==> src/design/mpcs_pkg.sv <==
// Package for the multi-policy command scheduler: word types, codes and sizes.
// No dependencies; every design file takes names from here by scope.
`timescale 1ns / 1ps
package mpcs_pkg;
  localparam int QUEUE_DEPTH = 16;
  localparam int HIST_USERS  = 16;
  localparam int QW = $clog2(QUEUE_DEPTH);
  localparam int HW = $clog2(HIST_USERS);
  localparam int QCW = $clog2(QUEUE_DEPTH + 1);
  localparam int HCW = $clog2(HIST_USERS + 1);
  localparam logic [47:0] TOTAL_MAX = 48'hFFFF_FFFF_FFFF;
  localparam logic [15:0] COUNT_MAX = 16'hFFFF;

  localparam logic [1:0] REQ_ENQ = 2'd0;
  localparam logic [1:0] REQ_NEXT = 2'd1;
  localparam logic [1:0] REQ_FIN = 2'd2;

  localparam logic [1:0] POL_FCFS = 2'd0;
  localparam logic [1:0] POL_SJF = 2'd1;
  localparam logic [1:0] POL_PRIO = 2'd2;
  localparam logic [1:0] POL_RR = 2'd3;

  localparam logic [1:0] ST_OK = 2'd0;
  localparam logic [1:0] ST_EMPTY = 2'd1;
  localparam logic [1:0] ST_FULL = 2'd2;
  localparam logic [1:0] ST_HFULL = 2'd3;

  typedef struct packed {
    logic [1:0]  req_type;
    logic [15:0] cmd_tag;
    logic [7:0]  user;
    logic signed [7:0] priority_req;
    logic [31:0] run_time;
  } in_word_t;

  typedef struct packed {
    logic [1:0]  resp_type;
    logic        granted;
    logic [15:0] out_tag;
    logic [7:0]  out_user;
    logic signed [7:0] out_priority;
    logic [1:0]  status;
  } out_word_t;

  typedef struct packed {
    logic [15:0] tag;
    logic [7:0]  user;
    logic [7:0]  prio;
  } entry_t;

  typedef enum logic [3:0] {
    S_IDLE, S_QRD, S_QSCAN, S_HRD, S_HCMP, S_DIV, S_SHIFT, S_FRD, S_FWR, S_DONE
  } state_t;

  // Divider control between sequencer and divider.
  typedef struct packed {
    logic        start;
    logic [47:0] num;
    logic [15:0] den;
  } div_req_t;

  typedef struct packed {
    logic        done;
    logic [47:0] quo;
  } div_rsp_t;
endpackage

==> src/design/mpcs_div.sv <==
// Restoring divider, one quotient bit a cycle, 48 by 16 bits.
// Depends on mpcs_pkg for the request and response structs.
`timescale 1ns / 1ps
module mpcs_div (
  input  logic               clk,
  input  logic               rst_n,
  input  mpcs_pkg::div_req_t req,
  output mpcs_pkg::div_rsp_t rsp
);
  logic [47:0] q_r, q_nxt;
  logic [16:0] rem_r, rem_nxt;
  logic [15:0] den_r, den_nxt;
  logic [5:0]  cnt_r, cnt_nxt;
  logic        busy_r, busy_nxt, done_r, done_nxt;
  logic [16:0] trial;

  // One shift and subtract step a cycle.
  always_comb begin
    q_nxt = q_r; rem_nxt = rem_r; den_nxt = den_r; cnt_nxt = cnt_r;
    busy_nxt = busy_r; done_nxt = 1'b0;
    trial = {rem_r[15:0], q_r[47]};
    if (req.start) begin
      q_nxt = req.num; rem_nxt = '0; den_nxt = req.den;
      cnt_nxt = 6'd48; busy_nxt = 1'b1;
    end else if (busy_r) begin
      if (trial >= {1'b0, den_r}) begin
        rem_nxt = trial - {1'b0, den_r};
        q_nxt = {q_r[46:0], 1'b1};
      end else begin
        rem_nxt = trial;
        q_nxt = {q_r[46:0], 1'b0};
      end
      cnt_nxt = cnt_r - 6'd1;
      if (cnt_r == 6'd1) begin
        busy_nxt = 1'b0; done_nxt = 1'b1;
      end
    end
  end

  always_ff @(posedge clk) begin
    if (!rst_n) begin
      busy_r <= 1'b0; done_r <= 1'b0; cnt_r <= '0;
    end else begin
      busy_r <= busy_nxt; done_r <= done_nxt; cnt_r <= cnt_nxt;
    end
    q_r <= q_nxt; rem_r <= rem_nxt; den_r <= den_nxt;
  end

  assign rsp.done = done_r;
  assign rsp.quo  = q_r;
endmodule

==> src/design/multi_policy_command_scheduler.sv <==
// Multi-policy command scheduler: one result word a request, after a scan for a next.
// Depends on mpcs_pkg and mpcs_div.
//
// The pending queue and the per-user history live in two synchronous memories.
// Enqueue, a next on an empty queue, an unknown request and a finished report
// outside shortest job first hold busy only through the done state, and the
// result word is on the ports in the cycle after. Under shortest job first a
// finished report searches the history one slot a cycle. A next request reads
// each pending entry through the read and scan states and then closes the gap
// one entry a cycle. Under shortest job first each entry also searches the
// history, a read and a compare state a slot, and a matched user with a
// nonzero count runs a divide that holds the scan until the quotient is done.
// The result appears for a single cycle with out_valid; the receiver cannot
// stall it.
// The history reset state is held by a fill count.
module multi_policy_command_scheduler (
  input  logic                 clk,
  input  logic                 rst_n,
  input  logic                 start,
  output logic                 busy,
  input  mpcs_pkg::in_word_t   in_word,
  output logic                 out_valid,
  output mpcs_pkg::out_word_t  out_word,
  input  logic                 cfg_we,
  input  logic [1:0]           cfg_policy
);
  localparam int QW = mpcs_pkg::QW;
  localparam int HW = mpcs_pkg::HW;
  localparam int QCW = mpcs_pkg::QCW;
  localparam int HCW = mpcs_pkg::HCW;

  // Memories.
  mpcs_pkg::entry_t qmem [mpcs_pkg::QUEUE_DEPTH];
  logic [71:0]      hmem [mpcs_pkg::HIST_USERS];  // {user, total, count}
  mpcs_pkg::entry_t q_rd;
  logic [71:0]      h_rd;
  logic [QW-1:0]    q_ra, q_wa;
  logic             q_we;
  mpcs_pkg::entry_t q_wd;
  logic [HW-1:0]    h_ra, h_wa;
  logic             h_we;
  logic [71:0]      h_wd;

  always_ff @(posedge clk) begin
    if (q_we) qmem[q_wa] <= q_wd;
    q_rd <= qmem[q_ra];
  end
  always_ff @(posedge clk) begin
    if (h_we) hmem[h_wa] <= h_wd;
    h_rd <= hmem[h_ra];
  end

  mpcs_pkg::state_t state_r, state_nxt;
  mpcs_pkg::in_word_t req_r, req_nxt;
  logic [1:0]  policy_r;
  logic [QCW-1:0] cnt_r, cnt_nxt;
  logic [HCW-1:0] hused_r, hused_nxt;
  logic [7:0]  last_r, last_nxt;
  logic        lastv_r, lastv_nxt;
  logic [QCW-1:0] i_r, i_nxt;     // queue scan index
  logic [HCW-1:0] j_r, j_nxt;     // history scan index
  logic [QW-1:0] best_r, best_nxt;
  mpcs_pkg::entry_t cur_r, cur_nxt, sel_r, sel_nxt;
  logic [48:0] bmean_r, bmean_nxt; // bit 48 set means no mean
  logic        found_r, found_nxt;
  logic [71:0] hrec_r, hrec_nxt;
  logic [HW-1:0] hslot_r, hslot_nxt;
  mpcs_pkg::out_word_t res_r, res_nxt;
  logic        ov_r, ov_nxt;
  mpcs_pkg::div_req_t dreq;
  mpcs_pkg::div_rsp_t drsp;
  logic [48:0] sum;
  logic        better;

  mpcs_div u_div (.clk(clk), .rst_n(rst_n), .req(dreq), .rsp(drsp));

  // Next state and datapath.
  always_comb begin
    state_nxt = state_r; req_nxt = req_r; cnt_nxt = cnt_r; hused_nxt = hused_r;
    last_nxt = last_r; lastv_nxt = lastv_r; i_nxt = i_r; j_nxt = j_r;
    best_nxt = best_r; cur_nxt = cur_r; sel_nxt = sel_r; bmean_nxt = bmean_r;
    found_nxt = found_r; hrec_nxt = hrec_r; hslot_nxt = hslot_r;
    res_nxt = res_r; ov_nxt = 1'b0;
    q_ra = i_r[QW-1:0]; q_we = 1'b0; q_wa = i_r[QW-1:0]; q_wd = q_rd;
    h_ra = j_r[HW-1:0]; h_we = 1'b0; h_wa = hslot_r; h_wd = hrec_r;
    dreq = '0; sum = '0; better = 1'b0;
    case (state_r)
      mpcs_pkg::S_IDLE: begin
        if (start) begin
          req_nxt = in_word;
          res_nxt = '0;
          res_nxt.resp_type = in_word.req_type;
          i_nxt = '0; j_nxt = '0; best_nxt = '0; found_nxt = 1'b0;
          bmean_nxt = {1'b1, 48'd0};
          case (in_word.req_type)
            mpcs_pkg::REQ_ENQ: begin
              if (cnt_r >= QCW'(mpcs_pkg::QUEUE_DEPTH)) begin
                res_nxt.status = mpcs_pkg::ST_FULL;
              end else begin
                q_we = 1'b1; q_wa = cnt_r[QW-1:0];
                q_wd = {in_word.cmd_tag, in_word.user, in_word.priority_req};
                cnt_nxt = cnt_r + 1'b1;
                res_nxt.granted = 1'b1;
              end
              state_nxt = mpcs_pkg::S_DONE;
            end
            mpcs_pkg::REQ_NEXT: begin
              if (cnt_r == '0) begin
                res_nxt.status = mpcs_pkg::ST_EMPTY;
                state_nxt = mpcs_pkg::S_DONE;
              end else begin
                q_ra = '0;
                state_nxt = mpcs_pkg::S_QRD;
              end
            end
            mpcs_pkg::REQ_FIN: begin
              if (policy_r != mpcs_pkg::POL_SJF) begin
                res_nxt.granted = 1'b1;
                state_nxt = mpcs_pkg::S_DONE;
              end else begin
                h_ra = '0;
                state_nxt = mpcs_pkg::S_FRD;
              end
            end
            default: state_nxt = mpcs_pkg::S_DONE;
          endcase
        end
      end
      // Queue entry i arrives from memory.
      mpcs_pkg::S_QRD: begin
        cur_nxt = q_rd;
        if (i_r == '0) sel_nxt = q_rd;
        state_nxt = mpcs_pkg::S_QSCAN;
      end
      mpcs_pkg::S_QSCAN: begin
        case (policy_r)
          mpcs_pkg::POL_PRIO:
            better = (i_r != '0) && ($signed(cur_r.prio) > $signed(sel_r.prio));
          mpcs_pkg::POL_RR:
            better = lastv_r && !found_r && (cur_r.user != last_r);
          default: better = 1'b0;
        endcase
        if (better) begin
          best_nxt = i_r[QW-1:0]; sel_nxt = cur_r;
          if (policy_r == mpcs_pkg::POL_RR) found_nxt = 1'b1;
        end
        if (policy_r == mpcs_pkg::POL_SJF) begin
          j_nxt = '0; h_ra = '0;
          state_nxt = (hused_r == '0) ? mpcs_pkg::S_QSCAN : mpcs_pkg::S_HRD;
          if (hused_r == '0) begin
            if (i_r + 1'b1 >= cnt_r) begin
              i_nxt = QCW'(best_r); state_nxt = mpcs_pkg::S_SHIFT;
              q_ra = best_r + 1'b1;
            end else begin
              i_nxt = i_r + 1'b1; q_ra = i_r[QW-1:0] + 1'b1;
              state_nxt = mpcs_pkg::S_QRD;
            end
          end
        end else if (i_r + 1'b1 >= cnt_r) begin
          i_nxt = QCW'(better ? i_r[QW-1:0] : best_r);
          q_ra = (better ? i_r[QW-1:0] : best_r) + 1'b1;
          state_nxt = mpcs_pkg::S_SHIFT;
        end else begin
          i_nxt = i_r + 1'b1; q_ra = i_r[QW-1:0] + 1'b1;
          state_nxt = mpcs_pkg::S_QRD;
        end
      end
      // History search for the user of cur_r.
      mpcs_pkg::S_HRD: state_nxt = mpcs_pkg::S_HCMP;
      mpcs_pkg::S_HCMP: begin
        if (h_rd[71:64] == cur_r.user) begin
          if (h_rd[15:0] == '0) begin
            state_nxt = mpcs_pkg::S_DIV;
            dreq.start = 1'b0;
            // No mean: entry never wins, continue the scan.
            j_nxt = hused_r;
          end else begin
            dreq.start = 1'b1; dreq.num = h_rd[63:16]; dreq.den = h_rd[15:0];
            state_nxt = mpcs_pkg::S_DIV;
            j_nxt = '0;
          end
        end else if (j_r + 1'b1 >= hused_r) begin
          j_nxt = hused_r; state_nxt = mpcs_pkg::S_DIV;
        end else begin
          j_nxt = j_r + 1'b1; h_ra = j_r[HW-1:0] + 1'b1;
          state_nxt = mpcs_pkg::S_HRD;
        end
      end
      mpcs_pkg::S_DIV: begin
        if (j_r == hused_r || drsp.done) begin
          if (j_r != hused_r && {1'b0, drsp.quo} < bmean_r) begin
            bmean_nxt = {1'b0, drsp.quo}; best_nxt = i_r[QW-1:0]; sel_nxt = cur_r;
          end
          if (i_r + 1'b1 >= cnt_r) begin
            if (j_r != hused_r && {1'b0, drsp.quo} < bmean_r) begin
              i_nxt = i_r; q_ra = i_r[QW-1:0] + 1'b1;
            end else begin
              i_nxt = QCW'(best_r); q_ra = best_r + 1'b1;
            end
            state_nxt = mpcs_pkg::S_SHIFT;
          end else begin
            i_nxt = i_r + 1'b1; q_ra = i_r[QW-1:0] + 1'b1;
            state_nxt = mpcs_pkg::S_QRD;
          end
        end
      end
      // Close the gap: entry i+1 has been read, write it to i and read i+2.
      mpcs_pkg::S_SHIFT: begin
        if (i_r + 1'b1 >= cnt_r) begin
          cnt_nxt = cnt_r - 1'b1;
          res_nxt.granted = 1'b1; res_nxt.out_tag = sel_r.tag;
          res_nxt.out_user = sel_r.user; res_nxt.out_priority = sel_r.prio;
          if (policy_r == mpcs_pkg::POL_RR) begin
            last_nxt = sel_r.user; lastv_nxt = 1'b1;
          end
          state_nxt = mpcs_pkg::S_DONE;
        end else begin
          q_we = 1'b1; q_wa = i_r[QW-1:0]; q_wd = q_rd;
          i_nxt = i_r + 1'b1; q_ra = i_r[QW-1:0] + 2'd2;
          state_nxt = mpcs_pkg::S_SHIFT;
        end
      end
      // Finished report: search the history slot by slot.
      mpcs_pkg::S_FRD: begin
        if (j_r >= hused_r) begin
          if (hused_r >= HCW'(mpcs_pkg::HIST_USERS)) begin
            res_nxt.status = mpcs_pkg::ST_HFULL;
            state_nxt = mpcs_pkg::S_DONE;
          end else begin
            hslot_nxt = hused_r[HW-1:0]; hused_nxt = hused_r + 1'b1;
            hrec_nxt = {req_r.user, 64'd0};
            state_nxt = mpcs_pkg::S_FWR;
          end
        end else if (j_r != '0 && h_rd[71:64] == req_r.user) begin
          hslot_nxt = j_r[HW-1:0] - 1'b1; hrec_nxt = h_rd;
          state_nxt = mpcs_pkg::S_FWR;
        end else begin
          j_nxt = j_r + 1'b1; h_ra = j_r[HW-1:0];
        end
        if (j_r != '0 && j_r <= hused_r && h_rd[71:64] == req_r.user) begin
          hslot_nxt = j_r[HW-1:0] - 1'b1; hrec_nxt = h_rd;
          state_nxt = mpcs_pkg::S_FWR;
          hused_nxt = hused_r;
          res_nxt.status = mpcs_pkg::ST_OK;
        end
      end
      mpcs_pkg::S_FWR: begin
        sum = {1'b0, hrec_r[63:16]} + {17'd0, req_r.run_time};
        h_we = 1'b1; h_wa = hslot_r;
        h_wd = {hrec_r[71:64], sum[48] ? mpcs_pkg::TOTAL_MAX : sum[47:0],
                (hrec_r[15:0] == mpcs_pkg::COUNT_MAX) ? hrec_r[15:0]
                                                      : hrec_r[15:0] + 16'd1};
        res_nxt.granted = 1'b1;
        state_nxt = mpcs_pkg::S_DONE;
      end
      mpcs_pkg::S_DONE: begin
        ov_nxt = 1'b1;
        state_nxt = mpcs_pkg::S_IDLE;
      end
      default: state_nxt = mpcs_pkg::S_IDLE;
    endcase
  end

  // Registers.
  always_ff @(posedge clk) begin
    if (!rst_n) begin
      state_r <= mpcs_pkg::S_IDLE; cnt_r <= '0; hused_r <= '0;
      last_r <= '0; lastv_r <= 1'b0; ov_r <= 1'b0; policy_r <= mpcs_pkg::POL_FCFS;
    end else begin
      state_r <= state_nxt; cnt_r <= cnt_nxt; hused_r <= hused_nxt;
      last_r <= last_nxt; lastv_r <= lastv_nxt; ov_r <= ov_nxt;
      if (cfg_we) policy_r <= cfg_policy;
    end
    req_r <= req_nxt; i_r <= i_nxt; j_r <= j_nxt; best_r <= best_nxt;
    cur_r <= cur_nxt; sel_r <= sel_nxt; bmean_r <= bmean_nxt; found_r <= found_nxt;
    hrec_r <= hrec_nxt; hslot_r <= hslot_nxt; res_r <= res_nxt;
  end

  // Outputs.
  always_comb begin
    busy = (state_r != mpcs_pkg::S_IDLE);
    out_valid = ov_r;
    out_word = res_r;
  end

  a_cnt: assert property (@(posedge clk) disable iff (!rst_n)
    cnt_r <= QCW'(mpcs_pkg::QUEUE_DEPTH)) else $error("queue count overflow");
  a_hused: assert property (@(posedge clk) disable iff (!rst_n)
    hused_r <= HCW'(mpcs_pkg::HIST_USERS)) else $error("history count overflow");
  a_ov: assert property (@(posedge clk) disable iff (!rst_n)
    out_valid |-> !busy) else $error("result while busy");
  a_acc: assert property (@(posedge clk) disable iff (!rst_n)
    (start && !busy) |=> busy) else $error("accepted word not taken");
endmodule
==> config.mk <==
export PLATFORM = sky130hd
export DESIGN_NAME = multi_policy_command_scheduler
export DESIGN_NICKNAME = d
export VERILOG_FILES = /design/src/design/mpcs_pkg.sv /design/src/design/mpcs_div.sv /design/src/design/multi_policy_command_scheduler.sv
export SDC_FILE = /design/constraint.sdc
export NUM_CORES = 2
export LEC_CHECK = 0
export ABC_AREA = 1
export BUFFER_PORTS_ARGS = -buffer_cell sky130_fd_sc_hd__buf_2
export CORE_MARGIN = 4
export CORE_UTILIZATION = 65
export CTS_BUF_LIST = sky130_fd_sc_hd__clkbuf_8 sky130_fd_sc_hd__clkbuf_16
export DETAILED_ROUTE_END_ITERATION = 16
export HOLD_SLACK_MARGIN = 0.12
export PLACE_DENSITY_LB_ADDON = 0.1
export SLEW_MARGIN = 20
export SYNTH_ARGS = -nofsm -noshare
export SYNTH_HDL_FRONTEND = slang
export SYNTH_HIERARCHICAL = 1
export SYNTH_SLANG_ARGS = --single-unit
export TNS_END_PERCENT = 5
==> constraint.sdc <==
create_clock -name clk -period 10.6 [get_ports clk]
set_input_delay 1.59 -clock clk [delete_from_list [all_inputs] [get_ports clk]]
set_output_delay 1.59 -clock clk [all_outputs]
set_load 0.02 [all_outputs]
; After elaboration in Yosys (flattened, before gate mapping)
; Memory sizes are Yosys's and may differ from the RTL's. A register that Yosys moved wholly into a read port is not among the register bits.
; Cells that the tools add are included.
; W data, S select, Z words.
[word_totals]
ff_bits = 395
in_bits = 72
mem_count = 2
ram_bits = 1664
elab_cells = 293
out_inout_bits = 39
[memory_table]
columns = memory, words, word_bits, rd, rd_clocked_by_memory_dff, write_ports, line_no
row1 = hmem, 16, 72, 1, 1, 1, multi_policy_command_scheduler.sv:34  ; logic [71:0] hmem [mpcs_pkg::HIST_USERS];
row2 = qmem, 16, 32, 1, 1, 1, multi_policy_command_scheduler.sv:33  ; mpcs_pkg::entry_t qmem [mpcs_pkg::QUEUE_DEPTH];
[classes]
mux = 135
bitwise_logic = 6
magnitude_cmp = 9
eq_ne = 42
n_reduce_logical = 48
add_sub_neg = 15
[ops]
columns = operator, count
row1 = $mux W72, 4
row2 = $mux W32, 8
row3 = $mux W4, 39
row4 = $mux W49, 3
row5 = $mux W48, 3
row6 = $mux W65, 2
row7 = $mux W64, 2
row8 = $pmux W49 S2, 1
row9 = $pmux W32 S3, 1
row10 = $mux W5, 19
row11 = $pmux W32 S2, 1
row12 = $add A48 B32 Y49, 1
row13 = $lt A48 B49 Y1, 1
row14 = $pmux W5 S4, 2
row15 = $pmux W4 S9, 1
row16 = $mux W35, 1
row17 = $mux W33, 1
row18 = $mux W16, 2
row19 = $ne A2 B2 Y1 const B, 12
row20 = $pmux W4 S3, 2
row21 = $mux W1, 23
row22 = $add A5 B1 Y5 const B, 4
row23 = $reduce_and A4 Y1, 5
row24 = $ge A17 B16 Y1, 1
row25 = other kinds (55), 116

; Depth between registers and ports, before layout
[logic_depth]
ltp_word = 10
depth_mapped = 28
mapped_depth_nobuf = 26

; By module
; The synthesis kept the hierarchy.
[by_module_without_submodules]
columns = mod, seq_area_each_um2, n_inst, cells_each, area_per_inst_um2
row1 = multi_policy_command_scheduler, 61008.5, 1, 8097, 90023.8
row2 = mpcs_div, 2402.3, 1, 603, 4809.6

; Least setup slack after synthesis
; Ideal clock, no wire load.
[synth_path]
path_type = input to register
from = input start
to = memory qmem[10][0] (netlist name), enable pin
cell_stages = 7
arrival_time_ns = 5.747
required_time_ns = 10.179
setup_ns = 0.421
path_slack_ns = 4.432
n_path_buf = 0
path_cell_list = inv_1 > nor2_1 > nand2_1 > inv_1 > o21ai_0 > nand3b_1 > nor2_1
[synth_between]
elab_chain_cells = 4
word_cells_on_any_way = 6
cone_classes = 6 x mux
[synth_rtl]
columns = item, line_no
row1 = from (decl), multi_policy_command_scheduler.sv:19  ; input logic start,
row2 = $mux W1, multi_policy_command_scheduler.sv:89  ; if (start) begin
row3 = $pmux W1 S2, multi_policy_command_scheduler.sv:87  ; case (state_r)
row4 = $mux W1, multi_policy_command_scheduler.sv:45  ; if (q_we) qmem[q_wa] <= q_wd;
row5 = $mux W1 (implied by the code), multi_policy_command_scheduler.sv:45
row6 = to (decl), multi_policy_command_scheduler.sv:33
; Several ways; a longest one is shown, not always the timed one.

; Final worst setup path
[layout_path]
from = register i_r[2]
to = register, netlist name q_rd[8]
[layout_between]
elab_chain_cells = 9
word_cells_on_any_way = 22
cone_classes = 4 x add/sub / 1 x order compare / 15 x mux / 2 x reduce/logical
[layout_rtl]
columns = item, line_no
row1 = from (decl), multi_policy_command_scheduler.sv:60  ; logic [QCW-1:0] i_r, i_nxt;
row2 = from (signal assigned), multi_policy_command_scheduler.sv:274  ; req_r <= req_nxt; i_r <= i_nxt; j_r <= j_nxt; best_r <= best_nxt;
row3 = $reduce_bool A5 Y1, multi_policy_command_scheduler.sv:138  ; better = (i_r != '0) && ($signed(cur_r.prio) > $signed(sel_r.prio));
row4 = $logic_and A1 B1 Y1, multi_policy_command_scheduler.sv:138
row5 = $pmux W1 S2, multi_policy_command_scheduler.sv:136  ; case (policy_r)
row6 = $mux W1, multi_policy_command_scheduler.sv:87
row7 = $mux W4, -
row8 = $add A4 B1 Y4, multi_policy_command_scheduler.sv:161  ; q_ra = (better ? i_r[QW-1:0] : best_r) + 1'b1;
row9 = $mux W4, multi_policy_command_scheduler.sv:159  ; end else if (i_r + 1'b1 >= cnt_r) begin
row10 = $mux W4, multi_policy_command_scheduler.sv:147  ; if (policy_r == mpcs_pkg::POL_SJF) begin
row11 = $pmux W4 S4 *, multi_policy_command_scheduler.sv:87
; Every way passes the cells marked *; elsewhere a longest branch is shown, timed or not. The select of a mux whose other input is x is not followed.
; A chain may end at the register's enable or synchronous reset.

==> impl_summary.txt <==
----------------------------------------------------
[Detailed routing]
  Number of nets with antenna violations after detailed routing ... 0
  Routed via count divided by cell count ... 6.01
  WL final ... 248 mm
  1st-pass router iterations ... 8
  Iter 0 DRT Violations ... 7388
  Vias after detailed routing ... 64900
  WL per Instance ... between 20 and 25 um
  Detailed-route DRC error count ... 0

[Yosys]
  Number of enable flip-flop cells after synthesis ... 2009
  Cell count after synthesis ... just under 9000
  Syn nets ... a little under 9000
  Synthesis Warnings ... 6
  Prevailing post-synth register cell ... sky130_fd_sc_hd__edfxtp_1
  Cell Area, Synth ... ~0.095 mm^2
  Sequential element share of the synthesized area ... between 60% and 70%
  Total of flip-flops plus latches after synthesis ... 2163
  Unique masters post-synth ... 65
  Post-synthesis async set-or-reset flop share ... 0%
  Average instance area after synthesis ... between 10 and 15 um^2

[GRT]
  Number of antenna violations at the first check in global routing ... 1
  Number of global-route vias before repair ... about 62000
  Largest net degree at the start of global routing ... approximately 270
  GR Overflow Total ... 0
  Global-route wire length before repair ... approximately 370 mm
  GRT Total Usage ... approximately 32%

[Worst setup path]
  Critical path type ... reg -> reg
  Type of origin of the critical path ... flip-flop
  Data required time of the worst path ... approximately 11 ns
  Data arrival at the endpoint of the critical path ... ~7.0 ns
  Crit path capture type ... flip-flop
  Worst setup path startpoint ... i_r[2]$_DFFE_PP_
  Largest fanout of any net on the critical path ... approximately 130
  Launch instance of the worst register-to-register path ... i_r[2]$_DFFE_PP_

[Timing]
  Final critical-path share of the clock period ... between 50% and 60%
  Period minus WS final ... ~6.2 ns
  Final setup fails ... 0
  Maximum clock frequency ... 162 MHz
  Final worst clock skew ... 0.0309 ns
  Number of endpoints with negative hold slack in the final report ... 0
  Normalized max-slew margin ... between 15 and 20%
  Slew of the pin with the lowest slew margin ... 1.26 ns
  RSZ-0062 raised after global routing ... no
  Number of slew-limit violations in the final report ... 0
  Final total negative setup slack ... 0 ns
  Hold WS ... ~0.42 ns

[Clock network]
  Depth of the CTS H-tree ... 4
  Number of clock sinks ... approximately 2200
  Hold-fix buffer count after cts ... 0
  Post-CTS Setup Repair Bufs ... 0
  TritonCTS clock tree ... done
  Clock Latency Late Sink ... ~0.84 ns
  Clock buffer count from CTS ... approximately 210
  Post-CTS Resized ... 0
  Clock buffer depth ... 3
  Library cell used as clock root buffer ... sky130_fd_sc_hd__clkbuf_16
  Clock slew at reported path FFs ... about 0.060 ns

[Final layout]
  Signed area change from the synthesized netlist to the final layout ... 9.92%
  Fraction of layout instances using a drive strength above 1 ... under 10%
  Nets@finish ... between 8000 and 9000

[Floorplan]
  Cell Rows ... between 100 and 150
  Die width ... ~390 um
  Boundary pin count ... approximately 110
  Die area ... roughly 0.15 mm^2
  Height of the die ... between 300 and 400 um
  Initial standard-cell utilization of the core ... roughly 66%
  Core area ... 0.144 mm^2

[Hold path]
  Hold path start ... q_rd[19]$_DFF_P_
  Hold/Removal Path Class ... reg -> reg

[Power and ir drop]
  Switching power as a share of total power ... approximately 43%
  Pwr Density ... ~320 mW/mm^2
  Internal power ... between 0.015 and 0.02 W
  Part of the power in combinational logic ... around 45%
  Switching power summed over all nets ... 0.0144 W
  Pleak ... around 42 nW
  Worst supply voltage drop on vdd ... between 0.6 and 0.7 mV
  Share of power burned in registers ... about a third
  Portion of total power attributed to the clock network ... between 20 and 25%

[Status]
  Outcome ... complete, no violations

[Placement]
  Dpl hpwl ... between 100 and 150 mm
  Weighted congestion reported at the end of routability-driven placement ... between 0.9 and 1
  Number of buffers inserted by port buffering ... 110

[Flow run]
  Max-cap violations ... 0

----------------------------------------------------
## stage by stage
step / cell area [um^2] / setup slack [ns] / power [W] / utilization [%] / std cells
after floorplan: 94800 / 4.43 / 0.0220 / - / 8700
after global placement: 97100 / 4.70 / 0.0258 / 67.3 / 10400
after detailed placement: 97100 / 4.62 / 0.0261 / 67.3 / 10400
after CTS: 104000 / 4.56 / 0.0335 / 72.1 / 10800
after global routing: 104000 / 4.01 / 0.0356 / 72.2 / 10800
final: 104000 / 4.42 / 0.0336 / 72.2 / 10800
## cell families (layout without fill, tap and decap cells)
kind of cell    Yosys count  count (layout)  share of synthesized area, %
compound gates          951             951                          6.79
xor+xnor                 71              71                         0.656
fa+ha+maj               140             140                          1.87
buf+inv                1788            1989                          7.63
flops                  2163            2163                          66.9
mux                       1               1                        0.0106
other cells               0               1                             0
simple gates           3586            3586                          16.2
## Yosys cell counts (27+ instances only)
library cell	instances	area [um^2]
sky130_fd_sc_hd__o21ai_0	150	751
sky130_fd_sc_hd__dfxtp_1	154	3080
sky130_fd_sc_hd__nand4_1	28	175
sky130_fd_sc_hd__nor2_1	408	1530
sky130_fd_sc_hd__buf_2	225	1130
sky130_fd_sc_hd__nand2_1	1875	7040
sky130_fd_sc_hd__a21oi_1	122	611
sky130_fd_sc_hd__ha_1	137	1710
sky130_fd_sc_hd__nand3_1	1172	5870
sky130_fd_sc_hd__inv_1	1320	4950
sky130_fd_sc_hd__clkbuf_1	129	484
sky130_fd_sc_hd__edfxtp_1	2009	60300
sky130_fd_sc_hd__xnor2_1	34	298
sky130_fd_sc_hd__o211ai_1	541	4060
sky130_fd_sc_hd__buf_1	50	188
sky130_fd_sc_hd__buf_4	27	203
sky130_fd_sc_hd__a21o_1	50	375
sky130_fd_sc_hd__xor2_1	37	324
## worst max-delay path, cell delays in order, from the launching register on
cell and delay [ns]:
sky130_fd_sc_hd__edfxtp_1 0.51, sky130_fd_sc_hd__ha_1 0.28, sky130_fd_sc_hd__nand2_1 0.10, sky130_fd_sc_hd__xor2_1 0.23, sky130_fd_sc_hd__inv_1 0.11, sky130_fd_sc_hd__ha_1 0.31
sky130_fd_sc_hd__nand2_1 0.06, sky130_fd_sc_hd__inv_1 0.06, sky130_fd_sc_hd__nand4_1 0.10, sky130_fd_sc_hd__nand3_2 0.32, sky130_fd_sc_hd__inv_1 0.29, sky130_fd_sc_hd__nand2_1 0.15
sky130_fd_sc_hd__nand3_1 0.08, sky130_fd_sc_hd__o211ai_1 0.10, sky130_fd_sc_hd__inv_1 0.06, sky130_fd_sc_hd__nand2_1 0.11, sky130_fd_sc_hd__nand3_4 0.57, sky130_fd_sc_hd__nand2_8 0.56
sky130_fd_sc_hd__buf_16 0.45, sky130_fd_sc_hd__buf_4 0.82, sky130_fd_sc_hd__nand2_1 0.17, sky130_fd_sc_hd__nand2_1 0.12, sky130_fd_sc_hd__nand2_1 0.05, sky130_fd_sc_hd__nand3_1 0.11
sky130_fd_sc_hd__nand3_1 0.09, sky130_fd_sc_hd__nand2_1 0.10
## cell usage in the layout (no fill, tap or decap), types with 6 or more instances in the layout
| cell type | count |
|---|---|
| sky130_fd_sc_hd__a21o_1 | 50 |
| sky130_fd_sc_hd__a21oi_1 | 108 |
| sky130_fd_sc_hd__a21oi_2 | 15 |
| sky130_fd_sc_hd__a31oi_1 | 23 |
| sky130_fd_sc_hd__buf_12 | 6 |
| sky130_fd_sc_hd__buf_2 | 110 |
| sky130_fd_sc_hd__buf_4 | 135 |
| sky130_fd_sc_hd__bufinv_16 | 17 |
| sky130_fd_sc_hd__clkbuf_16 | 210 |
| sky130_fd_sc_hd__clkbuf_8 | 36 |
| sky130_fd_sc_hd__clkinv_1 | 24 |
| sky130_fd_sc_hd__clkinv_2 | 37 |
| sky130_fd_sc_hd__clkinvlp_4 | 6 |
| sky130_fd_sc_hd__dfxtp_1 | 154 |
| sky130_fd_sc_hd__edfxtp_1 | 2009 |
| sky130_fd_sc_hd__ha_1 | 137 |
| sky130_fd_sc_hd__inv_1 | 1369 |
| sky130_fd_sc_hd__inv_2 | 17 |
| sky130_fd_sc_hd__inv_6 | 11 |
| sky130_fd_sc_hd__nand2_1 | 1873 |
| sky130_fd_sc_hd__nand2_2 | 25 |
| sky130_fd_sc_hd__nand3_1 | 1171 |
| sky130_fd_sc_hd__nand3_2 | 7 |
| sky130_fd_sc_hd__nand3b_1 | 9 |
| sky130_fd_sc_hd__nand4_1 | 28 |
| sky130_fd_sc_hd__nor2_1 | 371 |
| sky130_fd_sc_hd__nor2_2 | 6 |
| sky130_fd_sc_hd__nor2_4 | 40 |
| sky130_fd_sc_hd__nor3_1 | 21 |
| sky130_fd_sc_hd__nor4_1 | 11 |
| sky130_fd_sc_hd__o211ai_1 | 541 |
| sky130_fd_sc_hd__o21ai_0 | 147 |
| sky130_fd_sc_hd__o22ai_1 | 13 |
| sky130_fd_sc_hd__o31ai_1 | 6 |
| sky130_fd_sc_hd__or2_2 | 8 |
| sky130_fd_sc_hd__xnor2_1 | 28 |
| sky130_fd_sc_hd__xnor2_2 | 6 |
| sky130_fd_sc_hd__xor2_1 | 34 |
## final timing paths
kind	to	cells past startpoint	slack [ns]
setup / recovery	q_rd[8]$_DFF_P_	25	4.42
hold / removal	cur_r[19]$_DFFE_PP_	0	0.42
setup reg to reg	q_rd[8]$_DFF_P_	25	4.42
hold reg to reg	cur_r[19]$_DFFE_PP_	0	0.42
## layout make-up
cell class | count | area (um^2)
Clock buffer | 246 | 5750
Fill cell | 9792 | 40100
Antenna cell | 1 | 2.50
Clock inverter | 149 | 1190
Timing Repair Buffer | 255 | 1750
Inverter | 1339 | 5040
Tap cell | 1903 | 2380
Sequential cell | 2163 | 63400
Multi-Input combinational cell | 4749 | 24700
## metal layers
metal  share of wire, %  GRT usage, %  vias up
li1                   -             -    29700
met1                 39          44.0    31300
met2                 47          52.7     3313
met3                9.3          4.67      602
met4                4.8          14.4        0
met5                  0             0        -
## registers in the layout, summed over array words and instances (netlist names), 32 cells and up
register   cells
hrec_r        72
out_word      37
h_rd          72
u_div/q_r     48
q_rd          32
bmean_r       49
qmem         512
cur_r         32
req_r         40
hmem        1152
sel_r         32
## power by group through the flow
stage	Combinational [W]	Clock, W	Sequential, W
floorplan	0.0107	0	0.0113
global placement	0.0144	0	0.0114
detailed placement	0.0147	0	0.0114
CTS	0.0148	0.00747	0.0112
global route	0.0165	0.00786	0.0113
finish	0.0150	0.00740	0.0112
No activity file was read; power rests on OpenSTA's default activity.
